--- src/rtvne_pkg.sv ---
`default_nettype none

package rtvne_pkg;

  // Number of color channels, each handled by its own lane.
  localparam int unsigned ChannelCount = 3;

  // Reset values of the configuration registers.
  localparam logic [7:0]  ThreshReset = 8'd217;
  localparam logic [23:0] BudgetReset = 24'd6000000;

  // Output bits that one full pair may cost, checked before the pair is handled.
  localparam logic [24:0] PairCost = 25'd6;

  // Configuration register indexes.
  localparam logic [1:0] CfgThreshold = 2'd0;
  localparam logic [1:0] CfgBudget    = 2'd1;

  // Channel codes on the result port.
  localparam logic [1:0] ChRed   = 2'd0;
  localparam logic [1:0] ChGreen = 2'd1;
  localparam logic [1:0] ChBlue  = 2'd2;

  // What one lane reports about its channel for the current pixel.
  typedef struct packed {
    logic cur_bit;
    logic held_bit;
    logic differ;
  } lane_out_t;

  // Results of one pixel pair: one entry per channel that emits.
  typedef struct packed {
    logic [ChannelCount-1:0] mask;
    logic [ChannelCount-1:0] first;
    logic [ChannelCount-1:0] second;
  } pair_bundle_t;

endpackage

`default_nettype wire

--- src/rtvne_lane.sv ---
`default_nettype none

module rtvne_lane (
  input  wire logic                clk,
  input  wire logic [7:0]          pixel_byte,
  input  wire logic [7:0]          threshold,
  input  wire logic                latch_en,
  output rtvne_pkg::lane_out_t     lane_out
);

  logic cur_bit;
  logic held;

  // Threshold the channel byte to one bit.
  assign cur_bit = (pixel_byte >= threshold);

  // Hold the bit of the even pixel until its partner arrives.
  always_ff @(posedge clk) begin
    if (latch_en) begin
      held <= cur_bit;
    end
  end

  assign lane_out.cur_bit  = cur_bit;
  assign lane_out.held_bit = held;
  assign lane_out.differ   = held ^ cur_bit;

endmodule

`default_nettype wire

--- src/rtvne_merge.sv ---
`default_nettype none

module rtvne_merge (
  input  wire logic                    clk,
  input  wire logic                    rst,
  input  wire logic                    push,
  input  wire rtvne_pkg::pair_bundle_t push_bundle,
  output logic                         space,
  output logic                         out_valid,
  input  wire logic                    out_ready,
  output logic [1:0]                   channel,
  output logic                         first_bit,
  output logic                         second_bit,
  output logic                         run_end
);

  rtvne_pkg::pair_bundle_t nb;
  rtvne_pkg::pair_bundle_t ob;
  logic                    nb_valid;
  logic [rtvne_pkg::ChannelCount-1:0] sel_bit;
  logic [rtvne_pkg::ChannelCount-1:0] mask_after;
  logic                    out_fire;

  // The waiting bundle takes a new request only when it is empty.
  assign space     = !nb_valid;
  assign out_valid = (ob.mask != '0);
  assign out_fire  = out_valid && out_ready;

  // Pick the lowest emitting channel: red, then green, then blue.
  always_comb begin
    sel_bit = '0;
    channel = rtvne_pkg::ChBlue;
    priority if (ob.mask[0]) begin
      sel_bit[0] = 1'b1;
      channel    = rtvne_pkg::ChRed;
    end else if (ob.mask[1]) begin
      sel_bit[1] = 1'b1;
      channel    = rtvne_pkg::ChGreen;
    end else begin
      sel_bit[2] = 1'b1;
      channel    = rtvne_pkg::ChBlue;
    end
  end

  assign first_bit  = |(ob.first & sel_bit);
  assign second_bit = |(ob.second & sel_bit);
  // The last result of a pair is the one whose bit is the only one left.
  assign run_end    = ((ob.mask & ~sel_bit) == '0);

  assign mask_after = out_fire ? (ob.mask & ~sel_bit) : ob.mask;

  // Drain the output bundle and refill it from the waiting one.
  always_ff @(posedge clk) begin
    if (rst) begin
      nb_valid <= 1'b0;
      ob.mask  <= '0;
    end else begin
      if ((mask_after == '0) && nb_valid) begin
        ob       <= nb;
        nb_valid <= 1'b0;
      end else begin
        ob.mask <= mask_after;
        if (push) begin
          nb       <= push_bundle;
          nb_valid <= 1'b1;
        end
      end
    end
  end

`ifndef SYNTHESIS
  a_refill: assert property (@(posedge clk) disable iff (rst)
    (nb_valid && !out_valid) |=> out_valid)
    else $error("waiting bundle was not moved to the output");

  a_no_overwrite: assert property (@(posedge clk) disable iff (rst)
    push |-> !nb_valid)
    else $error("request pushed into a full bundle register");

  a_run_end: assert property (@(posedge clk) disable iff (rst)
    (out_valid && run_end) |-> $onehot(ob.mask))
    else $error("run end flagged with results still pending");
`endif

endmodule

`default_nettype wire

--- src/rgb_threshold_von_neumann_extractor_core.sv ---
`default_nettype none

// Thresholds each RGB pixel to three bits and pairs consecutive pixels of a
// frame; each channel whose two bits differ yields one result (red, green,
// blue order), with run_end on the last result of the pair. Three lanes
// threshold the channels in parallel and a merge stage serializes their
// results. An input request is taken whenever the one-pair holding
// register is free, so even pixels and pairs that emit nothing pass at one
// per cycle while it stays free; the output channel delivers one result per
// cycle while out_ready is high, and a pair that emits anything keeps the
// input waiting until it moves out of the holding register into the output
// bundle, once the results of the previous pair have all been taken.
// frame_start clears pairing, the bit count and the halt; output stops for
// the frame once the count plus six would exceed output_budget.
module rgb_threshold_von_neumann_extractor_core (
  input  wire logic        clk,
  input  wire logic        rst,
  input  wire logic        cfg_we,
  input  wire logic [1:0]  cfg_index,
  input  wire logic [23:0] cfg_data,
  input  wire logic        in_valid,
  output logic             in_ready,
  input  wire logic [7:0]  red,
  input  wire logic [7:0]  green,
  input  wire logic [7:0]  blue,
  input  wire logic        frame_start,
  output logic             out_valid,
  input  wire logic        out_ready,
  output logic [1:0]       channel,
  output logic             first_bit,
  output logic             second_bit,
  output logic             run_end
);

  logic [7:0]  bit_threshold;
  logic [23:0] output_budget;
  logic        pair_phase;
  logic [23:0] emitted_count;
  logic        halted;

  logic        in_fire;
  logic        phase_eff;
  logic [23:0] count_eff;
  logic        halt_eff;
  logic        odd_pixel;
  logic        over_budget;
  logic        emit;
  logic        push;
  logic [1:0]  emit_num;
  logic [23:0] count_next;

  logic [7:0] lane_byte [rtvne_pkg::ChannelCount];
  rtvne_pkg::lane_out_t    lane_res [rtvne_pkg::ChannelCount];
  rtvne_pkg::pair_bundle_t bundle;

  // Configuration registers.
  always_ff @(posedge clk) begin
    if (rst) begin
      bit_threshold <= rtvne_pkg::ThreshReset;
      output_budget <= rtvne_pkg::BudgetReset;
    end else if (cfg_we) begin
      unique case (cfg_index)
        rtvne_pkg::CfgThreshold: bit_threshold <= cfg_data[7:0];
        rtvne_pkg::CfgBudget:    output_budget <= cfg_data;
        default: ;
      endcase
    end
  end

  assign in_fire = in_valid && in_ready;

  // Frame start resets pairing, count and halt before the pixel is used.
  assign phase_eff = frame_start ? 1'b0  : pair_phase;
  assign count_eff = frame_start ? '0    : emitted_count;
  assign halt_eff  = frame_start ? 1'b0  : halted;

  assign lane_byte[0] = red;
  assign lane_byte[1] = green;
  assign lane_byte[2] = blue;

  // One thresholding lane per color channel.
  for (genvar g = 0; g < rtvne_pkg::ChannelCount; g++) begin : g_lane
    rtvne_lane u_lane (
      .clk        (clk),
      .pixel_byte (lane_byte[g]),
      .threshold  (bit_threshold),
      .latch_en   (in_fire && !phase_eff),
      .lane_out   (lane_res[g])
    );
    assign bundle.mask[g]   = lane_res[g].differ;
    assign bundle.first[g]  = lane_res[g].held_bit;
    assign bundle.second[g] = lane_res[g].cur_bit;
  end

  // Budget check on every odd pixel of a frame that is not halted.
  assign odd_pixel   = in_fire && phase_eff;
  assign over_budget = ({1'b0, count_eff} + rtvne_pkg::PairCost) > {1'b0, output_budget};
  assign emit        = odd_pixel && !halt_eff && !over_budget;
  assign push        = emit && (bundle.mask != '0);

  assign emit_num   = {1'b0, bundle.mask[0]} + {1'b0, bundle.mask[1]}
                    + {1'b0, bundle.mask[2]};
  assign count_next = emit ? (count_eff + {21'b0, emit_num, 1'b0}) : count_eff;

  // Pairing, count and halt state.
  always_ff @(posedge clk) begin
    if (rst) begin
      pair_phase    <= 1'b0;
      emitted_count <= '0;
      halted        <= 1'b0;
    end else if (in_fire) begin
      pair_phase    <= !phase_eff;
      emitted_count <= count_next;
      halted        <= halt_eff || (odd_pixel && over_budget);
    end
  end

  // Serialize the lane results onto the output channel.
  rtvne_merge u_merge (
    .clk         (clk),
    .rst         (rst),
    .push        (push),
    .push_bundle (bundle),
    .space       (in_ready),
    .out_valid   (out_valid),
    .out_ready   (out_ready),
    .channel     (channel),
    .first_bit   (first_bit),
    .second_bit  (second_bit),
    .run_end     (run_end)
  );

`ifndef SYNTHESIS
  a_count_even: assert property (@(posedge clk) disable iff (rst)
    emitted_count[0] == 1'b0)
    else $error("emitted bit count became odd");

  a_halt_silent: assert property (@(posedge clk) disable iff (rst)
    (in_fire && !frame_start && halted) |-> !push)
    else $error("results produced while halted");

  a_halt_holds: assert property (@(posedge clk) disable iff (rst)
    (halted && !(in_fire && frame_start)) |=> halted)
    else $error("halt cleared without a frame start");
`endif

endmodule

`default_nettype wire

--- config.mk ---
export PLATFORM = sky130hd
export DESIGN_NAME = rgb_threshold_von_neumann_extractor_core
export DESIGN_NICKNAME = d
export VERILOG_FILES = /design/src/rtvne_pkg.sv /design/src/rtvne_lane.sv /design/src/rtvne_merge.sv /design/src/rgb_threshold_von_neumann_extractor_core.sv
export SDC_FILE = /design/constraint.sdc
export NUM_CORES = 1
export LEC_CHECK = 0
export BUFFER_PORTS_ARGS = -buffer_cell sky130_fd_sc_hd__buf_4
export CAP_MARGIN = 20
export CORE_ASPECT_RATIO = 1.2
export CORE_UTILIZATION = 31
export CTS_BUF_LIST = sky130_fd_sc_hd__clkbuf_16
export CTS_CLUSTER_SIZE = 30
export DETAILED_ROUTE_END_ITERATION = 12
export PLACE_DENSITY_LB_ADDON = 0.3
export SLEW_MARGIN = 20
export SYNTH_ARGS = -nofsm -noshare
export SYNTH_HDL_FRONTEND = slang
export SYNTH_HIERARCHICAL = 1
export SYNTH_SLANG_ARGS = --single-unit
--- constraint.sdc ---
create_clock -name clk -period 4.3 [get_ports clk]
set_input_delay 0.215 -clock clk [delete_from_list [all_inputs] [get_ports clk]]
set_output_delay 0.215 -clock clk [all_outputs]
set_load 0.005 [all_outputs]
==> results of run 1 <==
## worst max-delay path, stage by stage (launching register included)
cell and delay [ps]:
dfxtp_1 390, ha_1 250, nand2b_1 150, a2111oi_2 450
o41ai_2 200, xor2_1 210, fa_1 560, ha_1 180
ha_1 150, a31oi_1 70, or3_1 500, or4_1 550
mux2_2 290
## layer usage
layer,vias up,wire [µm],part of all wire (%),track usage [%]
li1,2420,-,-,-
met1,2181,6490,46,21.4
met2,93,6830,49,27.1
met3,24,417,3.0,2.07
met4,0,266,1.9,5.06
met5,-,0,0,0
## timing repair
| action | 4_1_cts | 5_1_grt |
|---|---|---|
| buffers inserted | 0 | 4 |
| resized for setup | 1 | 1 |
| setup endpoints to repair | 3 | 5 |
| pin swaps | 0 | 1 |
## through the flow
step | cell area [µm²] | utilization (%) | std cells
floorplan | 5400 | - | 644
global placement | 6200 | 36.5 | 918
detailed placement | 6200 | 36.5 | 918
CTS | 6520 | 38.4 | 934
global route | 6570 | 38.7 | 938
finish | 6570 | 38.7 | 938
## state kept, by name (all words and copies together) (netlist names)
name                flops
u_merge/nb              9
u_merge/ob              9
pair_phase              1
output_budget          24
u_merge/nb_valid        1
halted                  1
g_lane.u_lane/held      3
bit_threshold           8
emitted_count          24
## kinds of logic (layout without fill, tap and decap cells)
family                     Yosys count  after routing  synth area share [%]
muxes                               19             19                  3.73
xor gates and xnor gates            23             23                  3.73
adders and majority gates           52             52                  12.1
and+or+nand+nor                    251            251                  24.1
DFF                                 80             80                  33.0
AOI/OAI and AO/OA                  127            127                  16.0
buffers and inverters               92            170                  7.32
## cell type report
class,count,area [µm²],area share (%)
multi-input cells,472,3240,49.4
inverters,55,206,3.14
repair buffers,99,756,11.5
clock buffers,9,225,3.43
clock inverters,7,83.8,1.28
well taps,216,270,4.12
flip-flops and latches,80,1780,27.1
## synth_stat cells (9+ instances only)
cell type  instances  share of area, %
nand2_1          100               6.9
ha_1              50                12
dfxtp_1           62                23
mux2i_1           10               1.9
edfxtp_1          18                10
xnor2_1           11               1.8
nand4_1           14               1.6
xor2_1            12               1.9
nand3_1           18               1.7
o211ai_1          12               1.7
clkbuf_1          21               1.5
o21ai_0           11               1.0
a21oi_1           54               5.0
o21a_1             9               1.3
inv_1             55               3.8
and3_1            14               1.6
nor3_1            14               1.3
nor2_1            33               2.3
mux2_2             9               1.9
## final timing paths
kind / start / to / cells after the start
setup / recovery: bit_threshold[0] / emitted_count[23] / 12
hold / removal: cfg_data[4] / bit_threshold[4] / 3
setup reg to reg: bit_threshold[0] / emitted_count[23] / 12
hold reg to reg: u_merge/nb[5] / u_merge/ob[5] / 0
## power breakdown
part	switching, W	internal, W
Combinational	0.000124	0.000104
Clock	0.000342	0.000461
Sequential	0.0000123	0.000790
Total	0.000478	0.00136
==> impl_metrics.tcl, run 1 <==
set metrics [dict create \
    vias_per_cell 5.03 \
    place.port_buffers 62 \
    die-height_um 147 \
    final.setup.worst_slack_ps 251 \
    grt_overflow_total 0 \
    cts-root-buf "clkbuf_16" \
    antenna_left 0 \
    path_clk_slew_ps 70 \
    cts_sinks 80 \
    grt_pass1_vias 4397 \
    mostFrequentLayoutCell "nand2_1" \
    grt_setup_unrepaired "no" \
    wl_per_cell_um 14.9 \
    layout-drive-gt1-share_pct 20.1 \
    place_hpwl_um 10800 \
    syn-num-nets 751 \
    crit_path_max_fanout 9 \
    drc 0 \
    die_x_um 123 \
    start_util_pct 31.8 \
    clockBufferDepth 2 \
    crit_arrival_ps 4290 \
    hold_buffers 0 \
    max_freq_ghz 0.247 \
    synth_area_um2 5400 \
    max_slew.worst_pin.slew_ps 1070 \
    yosysSeqAreaShare_pct 33.0 \
    synth_edf_count 18 \
    async_flop_share_pct 0 \
    yosys_warnings 6 \
    tns_ps 0 \
    syn_avg_cell_area_um2 8.39 \
    grt_util_all_layers_pct 16.2 \
    startpoint_type "flip-flop" \
    coreArea_um2 17000 \
    h-tree-depth 3 \
    required_ps 4540 \
    fin_nets 824 \
    period_share_pct 94.2 \
    min_path_type "input pin to flip-flop" \
    grt_max_degree 48 \
    slew_viol_final 0 \
    fill_cells 1772 \
    gp_congestion 0.840 \
    timing.slew.headroom_pct 28.5 \
    num_antenna_cells 0 \
    cts_buffers 9 \
    rrSetupSlack_ps 250 \
    syn_inst 644 \
    ys_types 68 \
    power_w 0.00183 \
    final_cell_mix "100 x nand2_1, 98 x buf_4, 62 x dfxtp_1, 55 x inv_1, 54 x a21oi_1" \
    drt_wl_total_um 14000 \
    clock_skew_ps 5.47 \
    syn_to_final_growth_pct 21.5 \
    cts_tree "built" \
    finalWorstPathRequiredPeriod_ps 4050 \
    crit_type "flip-flop to flip-flop" \
    power.density_nw_per_um2 279 \
    synth_ff_type "dfxtp_1" \
    first_pass_iters 5 \
    vias 4718 \
    die_area_um2 18000 \
    hold_ws_ps 94.6 \
    hold_viol 0 \
    io-pin-count 63 \
    power_leakage_nw 2.78 \
    post-place-ws_ps -137 \
    grt_first_pass_wirelength_um 22700 \
    outcome "completed" \
    rows 52 \
    clock_latency_ps 340 \
    antenna_found_initial 0 \
    setup_viol 0 \
    drtIter0Drc 290 \
    maxCapViolations 0 \
    synth_seq_cells 80 \
    vdd.ir_drop.worst_uv 202 \
    end_kind "flip-flop" \
]
(Power assumes the default switching activity.)
==> inputs of run 2 (changes only) <==
--- a/config.mk
+++ b/config.mk
@@ -16,5 +16,4 @@
 export SLEW_MARGIN = 20
 export SYNTH_ARGS = -nofsm -noshare
 export SYNTH_HDL_FRONTEND = slang
-export SYNTH_HIERARCHICAL = 1
 export SYNTH_SLANG_ARGS = --single-unit
==> run 2 against run 1 <==
  * Critical path depth is 6 higher
  * Synthesized area is 6.3% lower
  * Setup slack better by 65 ps
  * Global-route usage is 0.63 points lower
  * Sequential power hardly changed
  * Critical path type unchanged
  * Wire length is 9.0% lower
  * Combinational power is 3% lower
  * Register-to-register slack better by 70 ps
  * Sequential share of layout area is 1.4 points higher
==> impl_metrics.tcl, run 2 <==
set metrics [dict create \
    syn_inst 606 \
    use_met1_pct 18.5 \
    cts_sinks 80 \
    ys_top_cells_by_area "dfxtp_1 25%, ha_1 12%, edfxtp_1 11%" \
    required_ps 4500 \
    intPower_w 0.00135 \
    hold_buffers 0 \
    holdPathEnd "output_budget[11]" \
    gp_congestion 0.816 \
    end_kind "flip-flop" \
    synth_common_cells "90 x nand2_1, 65 x nor2_1, 62 x dfxtp_1, 50 x ha_1, 49 x inv_1" \
    max_freq_ghz 0.251 \
    crit_path_max_fanout 5 \
    antenna_found_initial 0 \
    finalInstanceArea_um2 6240 \
    max_slew.worst_pin.slew_ps 878 \
    yosys_warnings 0 \
    die_x_um 119 \
    min_from "cfg_data[11]" \
    power_leakage_nw 2.54 \
    synth_edf_count 18 \
    place.port_buffers 62 \
    reg2reg_depth 18 \
    grt_util_all_layers_pct 15.6 \
    post-place-ws_ps 286 \
    crit_family "compound AO/OA/AOI/OAI gates" \
    tns_ps 0 \
    layout-drive-gt1-share_pct 18.3 \
    die-height_um 142 \
    final_util_pct 39.6 \
    p_sw_w 0.000480 \
    path_clk_slew_ps 70 \
    postPlaceCellArea_um2 5910 \
    path_cells "inv_1 -> ha_1 -> nand2_1 -> o21ai_0 -> nand4_1 -> a32oi_1 -> xor2_1 -> inv_1 -> fa_1 -> inv_1 -> ha_1 -> a21o_1 -> nor2b_1 -> nand4_1 -> buf_4 -> a211oi_1 -> xor2_1 -> nor2_1" \
    crit_arrival_ps 4180 \
    synth_ff_type "dfxtp_1" \
    comb_power_share_pct 12.0 \
    largest_registers "emitted_count x24, output_budget x24" \
    p_clk_share_pct 44.2 \
    cts_tree "built" \
    wl_per_cell_um 14.2 \
    cts_buffers 9 \
    gr-usage-met2_pct 28.1 \
    async_flop_share_pct 0 \
    ys_types 60 \
    h-tree-depth 3 \
    r2r-start "bit_threshold[2]" \
    synth_top_area_share_pct 24.5 \
    period_share_pct 92.6 \
    worst_path_largest_cell_delay_ps 460 \
    grt_max_degree 69 \
    timing.slew.headroom_pct 41.2 \
    syn-num-nets 714 \
    grt_overflow_total 0 \
    cts_resized 0 \
    mostFrequentLayoutCell "buf_4" \
    grt_pass1_vias 4414 \
    drt_wl_total_um 12700 \
    die_area_um2 16800 \
    synth_area_um2 5060 \
    clock_latency_ps 350 \
    syn_to_final_growth_pct 23.4 \
    num_antenna_cells 0 \
    rrSetupSlack_ps 320 \
    clock_skew_ps 5.89 \
    finalWorstPathRequiredPeriod_ps 3980 \
    synth_top_area_cell "dfxtp_1" \
    synth.most_common_cell "nand2_1" \
    fin_nets 790 \
    fill_cells 1656 \
    vias_per_cell 4.99 \
    busiest_layer "met2" \
    vias 4462 \
    hold_ws_ps 66.5 \
    min_path_type "input pin to flip-flop" \
    rows 50 \
    grt_first_pass_wirelength_um 20900 \
    clockBufferDepth 2 \
    final.setup.worst_slack_ps 316 \
    io-pin-count 63 \
    hold_viol 0 \
    cp_slowest_cell "fa_1" \
    sw_frac_of_total_pct 26.2 \
    pwr-share-seq_pct 43.8 \
    setup_viol 0 \
    drc 0 \
    drtIter0Drc 230 \
    cp_common_cell "inv_1" \
    cts-root-buf "clkbuf_16" \
    post-cts-setup-buffers 0 \
    startpoint_type "flip-flop" \
    hold_depth 2 \
    outcome "completed" \
    coreArea_um2 15800 \
    crit_type "flip-flop to flip-flop" \
    start_util_pct 32.1 \
    syn_avg_cell_area_um2 8.35 \
    synth_seq_cells 80 \
    first_pass_iters 4 \
    globalRouteMet3Util_pct 2.32 \
    grt_setup_unrepaired "yes" \
    maxCapViolations 0 \
    vdd.ir_drop.worst_uv 157 \
    place_hpwl_um 9800 \
    slew_viol_final 0 \
    timing.rr.end "emitted_count[16]" \
    antenna_left 0 \
    cp_num_buf_inv 4 \
    power.density_nw_per_um2 294 \
    yosysSeqAreaShare_pct 35.2 \
    final_cell_mix "92 x buf_4, 90 x nand2_1, 64 x nor2_1, 62 x dfxtp_1, 50 x ha_1" \
]
run 2: cell types whose count changed in the layout (fill, tap and decap cells not counted), sizes merged, moves of 9 or more:
cell    previous run  this run
xor2              12        26
nand2            100        90
a21oi             54        44
and3              14         3
nor3              15         5
a211oi             5        15
a211o              4        16
o21a               9         0
nor2              33        66
run 2: kinds of logic (layout without fill, tap and decap cells):
| logic type | count (synthesis) | in the layout | share of synthesized area (%) |
|---|---|---|---|
| muxes | 3 | 3 | 0.618 |
| adders and majority gates | 53 | 53 | 13.4 |
| xor gates and xnor gates | 37 | 37 | 6.40 |
| and+or+nand+nor | 234 | 234 | 21.6 |
| buffers and inverters | 77 | 158 | 6.11 |
| AOI/OAI and AO/OA | 122 | 122 | 16.7 |
| DFF | 80 | 80 | 35.2 |
run 2: worst max-delay path by stage:
stage	slack, ps	from	depth (start not counted)	end
6_report	320	bit_threshold[2]	18	emitted_count[16]
5_1_grt	-30	emitted_count[8]	15	u_merge.nb[4]
4_1_cts	300	bit_threshold[2]	18	emitted_count[16]
3_5_place_dp	290	frame_start	18	u_merge.nb[0]
3_3_place_gp	360	bit_threshold[2]	17	emitted_count[18]
2_1_floorplan	250	frame_start	16	u_merge.nb[0]
run 2: per-stage QoR:
step	power, W	cells
3_3_place_gp	0.00103	879
3_5_place_dp	0.00104	879
6_report	0.00183	895
2_1_floorplan	0.000949	606
5_1_grt	0.00191	895
4_1_cts	0.00185	895
run 2: final cells by class:
type / instances / area, µm² / share of cell area, %
clock buffers: 9 / 225 / 3.61
clock inverters: 7 / 86.3 / 1.38
inverters: 49 / 184 / 2.95
multi-input cells: 449 / 3000 / 48.0
flip-flops and latches: 80 / 1780 / 28.5
well taps: 208 / 260 / 4.17
repair buffers: 93 / 711 / 11.4
run 2: worst reg2reg max path, stage by stage (launching register included):
cell      delay (ps)
dfxtp_1          310
inv_1             80
ha_1             310
nand2_1           50
o21ai_0          200
nand4_1          130
a32oi_1          360
xor2_1           270
inv_1             90
fa_1             460
inv_1             70
ha_1             200
a21o_1           140
nor2b_1          200
nand4_1          240
buf_4            230
a211oi_1         280
xor2_1           180
nor2_1            60
run 2: metal layers:
metal / wire length [µm] / part of all wire [%]
met5: 0 / 0
met4: 247 / 1.9
met3: 438 / 3.4
met2: 6460 / 51
met1: 5590 / 44
run 2: power groups by stage:
stage / combinational (W) / sequential (W) / clock [W]
after global routing: 0.000254 / 0.000805 / 0.000854
final: 0.000221 / 0.000803 / 0.000811
after detailed placement: 0.000222 / 0.000820 / 0
after floorplan: 0.000133 / 0.000816 / 0
after CTS: 0.000223 / 0.000803 / 0.000826
after global placement: 0.000214 / 0.000819 / 0
